`src/rtl/core/mqttrx_pkg.sv`:
```
package mqttrx_pkg;

  // Field widths
  localparam int LEN_W   = 28;
  localparam int TOPIC_W = 16;

  // Control packet types
  localparam logic [3:0] KIND_CONNACK = 4'd2;
  localparam logic [3:0] KIND_PUBLISH = 4'd3;
  localparam logic [3:0] KIND_SUBACK  = 4'd9;

  // Byte roles
  localparam logic [2:0] ROLE_HEADER    = 3'd0;
  localparam logic [2:0] ROLE_LENGTH    = 3'd1;
  localparam logic [2:0] ROLE_TOPIC_LEN = 3'd2;
  localparam logic [2:0] ROLE_TOPIC     = 3'd3;
  localparam logic [2:0] ROLE_PACKET_ID = 3'd4;
  localparam logic [2:0] ROLE_PAYLOAD   = 3'd5;
  localparam logic [2:0] ROLE_OTHER     = 3'd6;
  localparam logic [2:0] ROLE_IGNORED   = 3'd7;

  // Miscellaneous codes
  localparam logic [1:0] QOS_NONE      = 2'd0;
  localparam logic [1:0] QOS_ONE       = 2'd1;
  localparam logic [7:0] CODE_SHORT    = 8'hFF;
  localparam logic [2:0] LEN_BYTES_MAX = 3'd4;

  // One input beat
  typedef struct packed {
    logic [7:0] rx_byte;
    logic       link_reset;
  } beat_t;

  // One result beat
  typedef struct packed {
    logic [2:0]         byte_role;
    logic [3:0]         packet_kind;
    logic [1:0]         publish_qos;
    logic               packet_end;
    logic [LEN_W-1:0]   remaining_length;
    logic               connected;
    logic [7:0]         connack_code;
    logic [7:0]         suback_code;
    logic               send_puback;
    logic [TOPIC_W-1:0] ack_packet_id;
    logic               malformed;
  } result_t;

endpackage

```
`src/rtl/core/mqttrx_in_reg.sv`:
```
module mqttrx_in_reg (
  input  logic               clk,
  input  logic               rst_n,
  input  logic               up_valid,
  output logic               up_ready,
  input  mqttrx_pkg::beat_t  up_beat,
  output logic               dn_valid,
  input  logic               dn_ready,
  output mqttrx_pkg::beat_t  dn_beat
);

  logic              valid_r;
  mqttrx_pkg::beat_t beat_r;

  // Take a new beat when empty or when the held one moves on
  assign up_ready = !valid_r || dn_ready;
  assign dn_valid = valid_r;
  assign dn_beat  = beat_r;

  // Hold the received beat
  always_ff @(posedge clk) begin
    if (!rst_n) begin
      valid_r <= 1'b0;
    end else if (up_ready) begin
      valid_r <= up_valid;
    end
  end

  always_ff @(posedge clk) begin
    if (up_ready && up_valid) begin
      beat_r <= up_beat;
    end
  end

endmodule

```
`src/rtl/core/mqttrx_parser.sv`:
```
module mqttrx_parser (
  input  logic                clk,
  input  logic                rst_n,
  input  logic                s_valid,
  output logic                s_ready,
  input  mqttrx_pkg::beat_t   s_beat,
  output logic                m_valid,
  input  logic                m_ready,
  output mqttrx_pkg::result_t m_result
);

  typedef enum logic [1:0] {
    PH_HEADER,
    PH_LENGTH,
    PH_BODY
  } phase_t;

  phase_t                         phase_r, phase_nxt;
  logic [7:0]                     hdr_r, hdr_nxt;
  logic [mqttrx_pkg::LEN_W-1:0]   len_r, len_nxt;
  logic [2:0]                     idx_r, idx_nxt;
  logic [mqttrx_pkg::LEN_W-1:0]   body_r, body_nxt;
  logic [mqttrx_pkg::TOPIC_W-1:0] topic_r, topic_nxt;
  logic [mqttrx_pkg::TOPIC_W-1:0] pid_r, pid_nxt;
  logic [7:0]                     code_r, code_nxt;
  logic                           conn_r, conn_nxt;
  logic                           out_valid_r;
  mqttrx_pkg::result_t            res_r, res_nxt;

  logic [7:0]                     b;
  logic                           take;
  logic                           finish;
  logic                           malf;
  logic [2:0]                     role;
  logic [4:0]                     len_shift;
  logic [mqttrx_pkg::TOPIC_W:0]   tend;
  logic [mqttrx_pkg::TOPIC_W:0]   tend_f;
  logic [mqttrx_pkg::LEN_W-1:0]   tend_w;
  logic [1:0]                     qos_cur;
  logic [1:0]                     qos_out;
  logic [7:0]                     conn_code;
  logic [7:0]                     sub_code;
  logic                           puback;
  logic [mqttrx_pkg::TOPIC_W-1:0] ack_id;

  assign b       = s_beat.rx_byte;
  assign s_ready = !out_valid_r || m_ready;
  assign take    = s_valid && s_ready;
  assign m_valid = out_valid_r;
  assign m_result = res_r;

  // QoS of the packet under way
  assign qos_cur = (hdr_r[7:4] == mqttrx_pkg::KIND_PUBLISH) ? hdr_r[2:1]
                                                            : mqttrx_pkg::QOS_NONE;
  assign qos_out = (hdr_nxt[7:4] == mqttrx_pkg::KIND_PUBLISH) ? hdr_nxt[2:1]
                                                              : mqttrx_pkg::QOS_NONE;

  // End of topic within the body, and length-group shift
  assign tend      = (mqttrx_pkg::TOPIC_W+1)'(topic_r) + 17'd2;
  assign tend_w    = mqttrx_pkg::LEN_W'(tend);
  assign len_shift = 5'(idx_r[1:0]) * 5'd7;

  // Classify the byte and work out the next state
  always_comb begin
    phase_nxt = phase_r;
    hdr_nxt   = hdr_r;
    len_nxt   = len_r;
    idx_nxt   = idx_r;
    body_nxt  = body_r;
    topic_nxt = topic_r;
    pid_nxt   = pid_r;
    code_nxt  = code_r;
    conn_nxt  = conn_r;
    role      = mqttrx_pkg::ROLE_HEADER;
    finish    = 1'b0;
    malf      = 1'b0;
    conn_code = '0;
    sub_code  = '0;
    puback    = 1'b0;
    ack_id    = '0;
    tend_f    = '0;

    if (s_beat.link_reset) begin
      phase_nxt = PH_HEADER;
      hdr_nxt   = '0;
      len_nxt   = '0;
      idx_nxt   = '0;
      body_nxt  = '0;
      topic_nxt = '0;
      pid_nxt   = '0;
      code_nxt  = '0;
      conn_nxt  = 1'b0;
      role      = mqttrx_pkg::ROLE_IGNORED;
    end else begin
      case (phase_r)
        PH_LENGTH: begin
          len_nxt = len_r | (mqttrx_pkg::LEN_W'(b[6:0]) << len_shift);
          idx_nxt = {1'b0, idx_r[1:0]} + 3'd1;
          role    = mqttrx_pkg::ROLE_LENGTH;
          if (b[7]) begin
            // Drop the packet after four length bytes with continuation
            if (idx_nxt >= mqttrx_pkg::LEN_BYTES_MAX) begin
              malf      = 1'b1;
              phase_nxt = PH_HEADER;
            end
          end else if (len_nxt == '0) begin
            finish = 1'b1;
          end else begin
            phase_nxt = PH_BODY;
          end
        end
        PH_BODY: begin
          role = mqttrx_pkg::ROLE_OTHER;
          case (hdr_r[7:4])
            mqttrx_pkg::KIND_PUBLISH: begin
              if (body_r == '0) begin
                topic_nxt = {b, 8'h00};
                role      = mqttrx_pkg::ROLE_TOPIC_LEN;
              end else if (body_r == 28'd1) begin
                topic_nxt = topic_r | {8'h00, b};
                role      = mqttrx_pkg::ROLE_TOPIC_LEN;
              end else if (body_r < tend_w) begin
                role = mqttrx_pkg::ROLE_TOPIC;
              end else if (qos_cur != mqttrx_pkg::QOS_NONE && body_r < tend_w + 28'd2) begin
                if (body_r == tend_w) begin
                  pid_nxt = {b, 8'h00};
                end else begin
                  pid_nxt = pid_r | {8'h00, b};
                end
                role = mqttrx_pkg::ROLE_PACKET_ID;
              end else begin
                role = mqttrx_pkg::ROLE_PAYLOAD;
              end
            end
            mqttrx_pkg::KIND_CONNACK: begin
              if (body_r == 28'd1) begin
                code_nxt = b;
              end
            end
            mqttrx_pkg::KIND_SUBACK: begin
              if (body_r == 28'd2) begin
                code_nxt = b;
              end
            end
            default: begin
              role = mqttrx_pkg::ROLE_OTHER;
            end
          endcase
          body_nxt = body_r + 28'd1;
          if (body_nxt >= len_r) begin
            finish = 1'b1;
          end
        end
        default: begin
          // Fixed header: start a new packet
          hdr_nxt   = b;
          len_nxt   = '0;
          idx_nxt   = '0;
          body_nxt  = '0;
          topic_nxt = '0;
          pid_nxt   = '0;
          code_nxt  = '0;
          phase_nxt = PH_LENGTH;
          role      = mqttrx_pkg::ROLE_HEADER;
        end
      endcase

      // Report the outcome on the last byte of a packet
      if (finish) begin
        phase_nxt = PH_HEADER;
        tend_f    = (mqttrx_pkg::TOPIC_W+1)'(topic_nxt) + 17'd2;
        case (hdr_r[7:4])
          mqttrx_pkg::KIND_CONNACK: begin
            if (len_nxt >= 28'd2) begin
              conn_code = code_nxt;
              conn_nxt  = (code_nxt == 8'h00);
            end else begin
              conn_code = mqttrx_pkg::CODE_SHORT;
              conn_nxt  = 1'b0;
            end
          end
          mqttrx_pkg::KIND_SUBACK: begin
            sub_code = (len_nxt >= 28'd3) ? code_nxt : mqttrx_pkg::CODE_SHORT;
          end
          mqttrx_pkg::KIND_PUBLISH: begin
            if (len_nxt < 28'd2 || mqttrx_pkg::LEN_W'(tend_f) > len_nxt) begin
              malf = 1'b1;
            end else if (qos_cur == mqttrx_pkg::QOS_ONE &&
                         mqttrx_pkg::LEN_W'(tend_f) + 28'd2 <= len_nxt) begin
              puback = 1'b1;
              ack_id = pid_nxt;
            end
          end
          default: begin
            malf = 1'b0;
          end
        endcase
      end
    end

    res_nxt.byte_role        = role;
    res_nxt.packet_kind      = hdr_nxt[7:4];
    res_nxt.publish_qos      = qos_out;
    res_nxt.packet_end       = finish;
    res_nxt.remaining_length = len_nxt;
    res_nxt.connected        = conn_nxt;
    res_nxt.connack_code     = conn_code;
    res_nxt.suback_code      = sub_code;
    res_nxt.send_puback      = puback;
    res_nxt.ack_packet_id    = ack_id;
    res_nxt.malformed        = malf;
  end

  // Advance parser state and the result register on each accepted beat
  always_ff @(posedge clk) begin
    if (!rst_n) begin
      phase_r     <= PH_HEADER;
      hdr_r       <= '0;
      len_r       <= '0;
      idx_r       <= '0;
      body_r      <= '0;
      topic_r     <= '0;
      pid_r       <= '0;
      code_r      <= '0;
      conn_r      <= 1'b0;
      out_valid_r <= 1'b0;
    end else begin
      if (take) begin
        phase_r <= phase_nxt;
        hdr_r   <= hdr_nxt;
        len_r   <= len_nxt;
        idx_r   <= idx_nxt;
        body_r  <= body_nxt;
        topic_r <= topic_nxt;
        pid_r   <= pid_nxt;
        code_r  <= code_nxt;
        conn_r  <= conn_nxt;
        res_r   <= res_nxt;
      end
      if (s_ready) begin
        out_valid_r <= s_valid;
      end
    end
  end

endmodule

```
`src/rtl/core/mqtt_receive_packet_parser_core.sv`:
```
// Channel  Direction  Handshake            Beat contents
// in_      input      in_valid / in_ready  in_rx_byte, in_link_reset
// out_     output     out_valid/out_ready  byte role, packet kind, QoS, end, length,
//                                          connected, CONNACK/SUBACK codes, PUBACK request
//
// One received byte per cycle while out_ready is high; after acceptance each byte's result
// passes the input register, then one pass of parse logic into the result register.
// The parse state registers update in that single pass; no byte waits on the one before.
// rst_n (synchronous, active low) empties both registers and returns to header wait.
// With out_ready low the result holds, the input register fills, then in_ready drops.
module mqtt_receive_packet_parser_core (
  input  logic        clk,
  input  logic        rst_n,
  input  logic        in_valid,
  output logic        in_ready,
  input  logic [7:0]  in_rx_byte,
  input  logic        in_link_reset,
  output logic        out_valid,
  input  logic        out_ready,
  output logic [2:0]  out_byte_role,
  output logic [3:0]  out_packet_kind,
  output logic [1:0]  out_publish_qos,
  output logic        out_packet_end,
  output logic [27:0] out_remaining_length,
  output logic        out_connected,
  output logic [7:0]  out_connack_code,
  output logic [7:0]  out_suback_code,
  output logic        out_send_puback,
  output logic [15:0] out_ack_packet_id,
  output logic        out_malformed
);

  mqttrx_pkg::beat_t   in_beat;
  mqttrx_pkg::beat_t   reg_beat;
  mqttrx_pkg::result_t res;
  logic                reg_valid;
  logic                reg_ready;

  assign in_beat.rx_byte    = in_rx_byte;
  assign in_beat.link_reset = in_link_reset;

  // Input register
  mqttrx_in_reg u_in_reg (
    .clk      (clk),
    .rst_n    (rst_n),
    .up_valid (in_valid),
    .up_ready (in_ready),
    .up_beat  (in_beat),
    .dn_valid (reg_valid),
    .dn_ready (reg_ready),
    .dn_beat  (reg_beat)
  );

  // Parse logic and result register
  mqttrx_parser u_parser (
    .clk      (clk),
    .rst_n    (rst_n),
    .s_valid  (reg_valid),
    .s_ready  (reg_ready),
    .s_beat   (reg_beat),
    .m_valid  (out_valid),
    .m_ready  (out_ready),
    .m_result (res)
  );

  assign out_byte_role        = res.byte_role;
  assign out_packet_kind      = res.packet_kind;
  assign out_publish_qos      = res.publish_qos;
  assign out_packet_end       = res.packet_end;
  assign out_remaining_length = res.remaining_length;
  assign out_connected        = res.connected;
  assign out_connack_code     = res.connack_code;
  assign out_suback_code      = res.suback_code;
  assign out_send_puback      = res.send_puback;
  assign out_ack_packet_id    = res.ack_packet_id;
  assign out_malformed        = res.malformed;

endmodule
```
`config.mk`:
```
export PLATFORM = sky130hd
export DESIGN_NAME = mqtt_receive_packet_parser_core
export DESIGN_NICKNAME = d
export VERILOG_FILES = /design/src/rtl/core/mqttrx_pkg.sv /design/src/rtl/core/mqttrx_in_reg.sv /design/src/rtl/core/mqttrx_parser.sv /design/src/rtl/core/mqtt_receive_packet_parser_core.sv
export SDC_FILE = /design/constraint.sdc
export NUM_CORES = 1
export LEC_CHECK = 0
export ABC_AREA = 1
export BUFFER_PORTS_ARGS = -buffer_cell sky130_fd_sc_hd__buf_2
export CAP_MARGIN = 0
export CORE_UTILIZATION = 40
export CTS_CLUSTER_DIAMETER = 30
export DETAILED_ROUTE_END_ITERATION = 10
export MAX_ROUTING_LAYER = met4
export SYNTH_ARGS = -nofsm -noshare
export SYNTH_HDL_FRONTEND = slang
export SYNTH_SLANG_ARGS = --single-unit
```
`constraint.sdc`:
```
create_clock -name clk -period 7.8 [get_ports clk]
set_clock_uncertainty 0.15 [all_clocks]
set_input_delay 1.56 -clock clk [delete_from_list [all_inputs] [get_ports clk]]
set_output_delay 1.56 -clock clk [all_outputs]
set_load 0.01 [all_outputs]
```
==> impl_summary.txt <==
----------------------------------------------------
[Floorplan]
  Die area ... 35010 um^2
  Core region area ... 33620 um^2
  Die outline width ... 187.1 um
  Die Height ... 187.1 um
  I/O pins ... 88
  Number of placement rows ... 67
  Starting density of the core ... 40.77%

[Route]
  Met3 wire len ... 2961 um
  Number of antenna-violating nets in the routed design ... 0
  Routed met2 length ... 18500 um
  Total detailed-routing wirelength ... 42920 um
  Number of remaining DRC errors ... 0
  Number of violations reported at the end of detailed-routing iteration 0 ... 1296
  Via density ... 5.426
  Topmost layer with routed signal wires ... met4
  Vias ... 13110
  Total iterations of the first detailed-routing run ... 5
  M1 WL ... 20420 um
  Routed wirelength normalized by instance count ... 17.76 um

[STA]
  Period utilization ... 81.27%
  Worst relative slew slack ... 25.32%
  Fin. max-slew vios ... 0
  Worst Hold Slack ... 0.3179 ns
  Tmin final ... 6.339 ns
  Endpoints failing setup ... 0
  Endpoints failing hold ... 0
  RSZ-0062 raised after global routing ... no
  Total Negative Setup Slacks ... 0 ns
  Achievable frequency ... 157.7 MHz
  Actual transition at the worst max-transition pin ... 1.120 ns

[Worst setup path]
  Launching element type of the critical path ... flop
  Highest net fanout along the worst path ... 55
  Worst-case register-to-register setup slack ... 1.46 ns
  Classification of the worst setup path ... reg2reg
  Req. time, crit path ... 7.93 ns
  Reg2Reg Depth ... 25
  Critical path endpoint category ... flop
  Arrival time of data at the critical path endpoint ... 6.47 ns

[Clock tree]
  Clk pin slew, worst setup/hold paths ... 0.08 ns
  Inserted Clock Buffers ... 17
  Clock tree from TritonCTS ... yes
  Worst-Skew Late Latency ... 0.46 ns
  Deepest clock path buffer count ... 2
  Hold buffer count at CTS ... 0
  Root Buffer Master ... sky130_fd_sc_hd__clkbuf_16
  Depth of the CTS H-tree ... 4
  Number of buffers inserted by post-CTS setup repair ... 0
  TritonCTS Sinks ... 191
  Total of cells resized after clock tree synthesis ... 0

[Power]
  Reported leakage power ... 0.006294 uW
  Worst vdd ir ... 0.1566 mV
  Final total power ... 2176 uW
  Pwr/cell area ... 144.4 nW/um^2

[Synth]
  Top cell type's share of synthesized area ... 17.97%
  Register area share after synthesis ... 33.89%
  Flip-flop cell with the highest count after synthesis ... sky130_fd_sc_hd__dfxtp_1
  Synth cell count leaders ... sky130_fd_sc_hd__nand2_1 (491), sky130_fd_sc_hd__inv_1 (198), sky130_fd_sc_hd__a21oi_1 (184)
  Number of synthesized register bits ... 191
  Average cell area after synthesis ... 7.161 um^2
  Top cells by area in the synthesized netlist ... sky130_fd_sc_hd__edfxtp_1 (18%), sky130_fd_sc_hd__dfxtp_1 (16%), sky130_fd_sc_hd__nand2_1 (13%)
  Async S/R FF share, synth ... 0%
  Most numerous cell in the Yosys netlist ... sky130_fd_sc_hd__nand2_1
  Library cell occupying the most area in the post-synthesis netlist ... sky130_fd_sc_hd__edfxtp_1
  Synthesized netlist cell count ... 1914
  Number of distinct library cells after synthesis ... 56
  Post-Syn Nets ... 2035
  Number of synthesized flops with an enable pin ... 82
  Post-Synthesis Cell Area ... 13710 um^2
  Synthesis warning total ... 0

[Final layout]
  Area growth, synth to finish ... 9.996%
  FF+latch area ... 4644 um^2
  Fraction of final layout cells sized beyond drive strength 1 ... 11.03%
  Multi-input logic area ... 7970 um^2
  Final #Nets ... 2076
  Layout fillers ... 3424

[Place]
  Routability Congestion ... 0.9474
  Input/output buffers ... 87
  Detailed placement HPWL ... 32030 um

[Run]
  Max cap viols ... 0

[Global routing]
  Total grt overflow ... 0
  First-pass GRT wire length ... 67020 um
  Pin count of the biggest net entering global routing ... 102
  Number of antenna violations at the first check in global routing ... 0
  Via count of the first global-routing pass ... 12040
  Combined global-route utilization of all metal layers ... 25.24%

[Outcome]
  Run status ... completed

[Min path]
  HP Class ... reg2reg
  Hold path depth ... 2

----------------------------------------------------
## worst max-delay path, cell delays in order (launching register included)
cell and delay, ns:
sky130_fd_sc_hd__dfxtp_1 0.37, sky130_fd_sc_hd__inv_1 0.06, sky130_fd_sc_hd__ha_2 1.07, sky130_fd_sc_hd__clkinv_1 0.81
sky130_fd_sc_hd__nand2_1 0.26, sky130_fd_sc_hd__nor2_2 0.13, sky130_fd_sc_hd__ha_1 0.26, sky130_fd_sc_hd__nand3_2 0.15
sky130_fd_sc_hd__nand3_1 0.10, sky130_fd_sc_hd__nor2_1 0.17, sky130_fd_sc_hd__nand2_1 0.11, sky130_fd_sc_hd__nor2_4 0.13
sky130_fd_sc_hd__xor2_1 0.17, sky130_fd_sc_hd__inv_1 0.06, sky130_fd_sc_hd__ha_1 0.31, sky130_fd_sc_hd__a21oi_1 0.13
sky130_fd_sc_hd__o21ai_0 0.09, sky130_fd_sc_hd__a21oi_1 0.14, sky130_fd_sc_hd__nor2_1 0.05, sky130_fd_sc_hd__o21ai_0 0.13
sky130_fd_sc_hd__nand3_1 0.08, sky130_fd_sc_hd__nand2_1 0.06, sky130_fd_sc_hd__a21oi_1 0.06, sky130_fd_sc_hd__o211ai_1 0.28
sky130_fd_sc_hd__nand4_2 0.52, sky130_fd_sc_hd__nor2_1 0.30
## routing by layer
metal / GRT usage [%] / up-vias
met3: 4.353 / 59
li1: - / 6471
met4: 7.976 / 0
met2: 36.83 / 463
met1: 35.23 / 6121
met5: - / -
## through the flow
step / utilization (%) / area (um^2) / setup WS, ns / instances
finish: 44.85 / 15080 / 1.461 / 2417
global route: 44.84 / 15070 / 0.9071 / 2416
CTS: 44.84 / 15070 / 1.461 / 2416
detailed placement: 43.10 / 14490 / 1.473 / 2384
global placement: 43.10 / 14490 / 1.558 / 2384
floorplan: - / 13710 / 2.645 / 1914
## sequential cells by signal (all words and copies together), names as in the netlist, 2 cells and up
signal and flops:
u_parser.code_r 8, u_in_reg.dn_beat 9, u_parser.len_r 28, u_parser.hdr_r 6, u_parser.phase_r 2, u_parser.body_r 28
u_parser.idx_r 2, u_parser.topic_r 16, u_parser.m_result 73, u_parser.pid_r 16
## power by group
group	leakage, uW	switching [uW]	internal (uW)
clock	0.000290	417	477
sequential	0.00166	17.8	1060
combinational	0.00434	163	44.2
## cells in the final DEF (no fill, tap or decap), types with 5 or more instances in the layout
master	synthesis	layout
sky130_fd_sc_hd__nand3_1	128	128
sky130_fd_sc_hd__nand2_2	20	20
sky130_fd_sc_hd__o211ai_1	20	20
sky130_fd_sc_hd__a21oi_1	184	184
sky130_fd_sc_hd__nand4_1	35	35
sky130_fd_sc_hd__clkbuf_16	0	17
sky130_fd_sc_hd__dfxtp_1	109	109
sky130_fd_sc_hd__nor3_1	23	23
sky130_fd_sc_hd__ha_1	108	107
sky130_fd_sc_hd__buf_4	3	9
sky130_fd_sc_hd__o21ai_1	5	5
sky130_fd_sc_hd__xor2_1	39	39
sky130_fd_sc_hd__nand3_2	8	8
sky130_fd_sc_hd__nor2_2	17	18
sky130_fd_sc_hd__nor2_4	11	12
sky130_fd_sc_hd__o21ai_0	70	70
sky130_fd_sc_hd__nor2_1	159	157
sky130_fd_sc_hd__o31ai_1	29	29
sky130_fd_sc_hd__buf_2	12	87
sky130_fd_sc_hd__inv_2	9	9
sky130_fd_sc_hd__a211oi_1	8	8
sky130_fd_sc_hd__nand2_1	491	491
sky130_fd_sc_hd__and2_1	14	14
sky130_fd_sc_hd__xnor2_1	11	11
sky130_fd_sc_hd__nor4_1	12	12
sky130_fd_sc_hd__edfxtp_1	82	82
sky130_fd_sc_hd__inv_1	198	196
sky130_fd_sc_hd__a31oi_1	5	5
## final timing paths
path | startpoint | end
worst min register to register | u_parser.pid_r[12] | u_parser.pid_r[12]
worst max-delay path | u_parser.phase_r[0] | u_parser.m_result[4]
worst min-delay path | u_parser.pid_r[12] | u_parser.pid_r[12]
worst max register to register | u_parser.phase_r[0] | u_parser.m_result[4]
## cell type report
class                           instances  area share, %
Antenna cell                            1        0.01660
Clock buffer                           21          3.187
Clock inverter                         11         0.6972
Inverter                              210          5.237
Multi-Input combinational cell       1438          52.87
Sequential cell                       191          30.81
Tap cell                              448          3.718
Timing Repair Buffer                   97          3.469
## cells by family (layout without fill, tap and decap cells)
logic type / Yosys count / after routing / synth area share (%)
buf+inv: 285 / 339 / 8.052
compound gates: 336 / 336 / 13.69
simple gates: 942 / 942 / 31.26
xor+xnor: 50 / 50 / 3.195
flops: 191 / 191 / 33.89
fa+ha+maj: 108 / 108 / 9.859
other cells: 2 / 3 / 0.05479
Power figures use the tool's default switching activity.
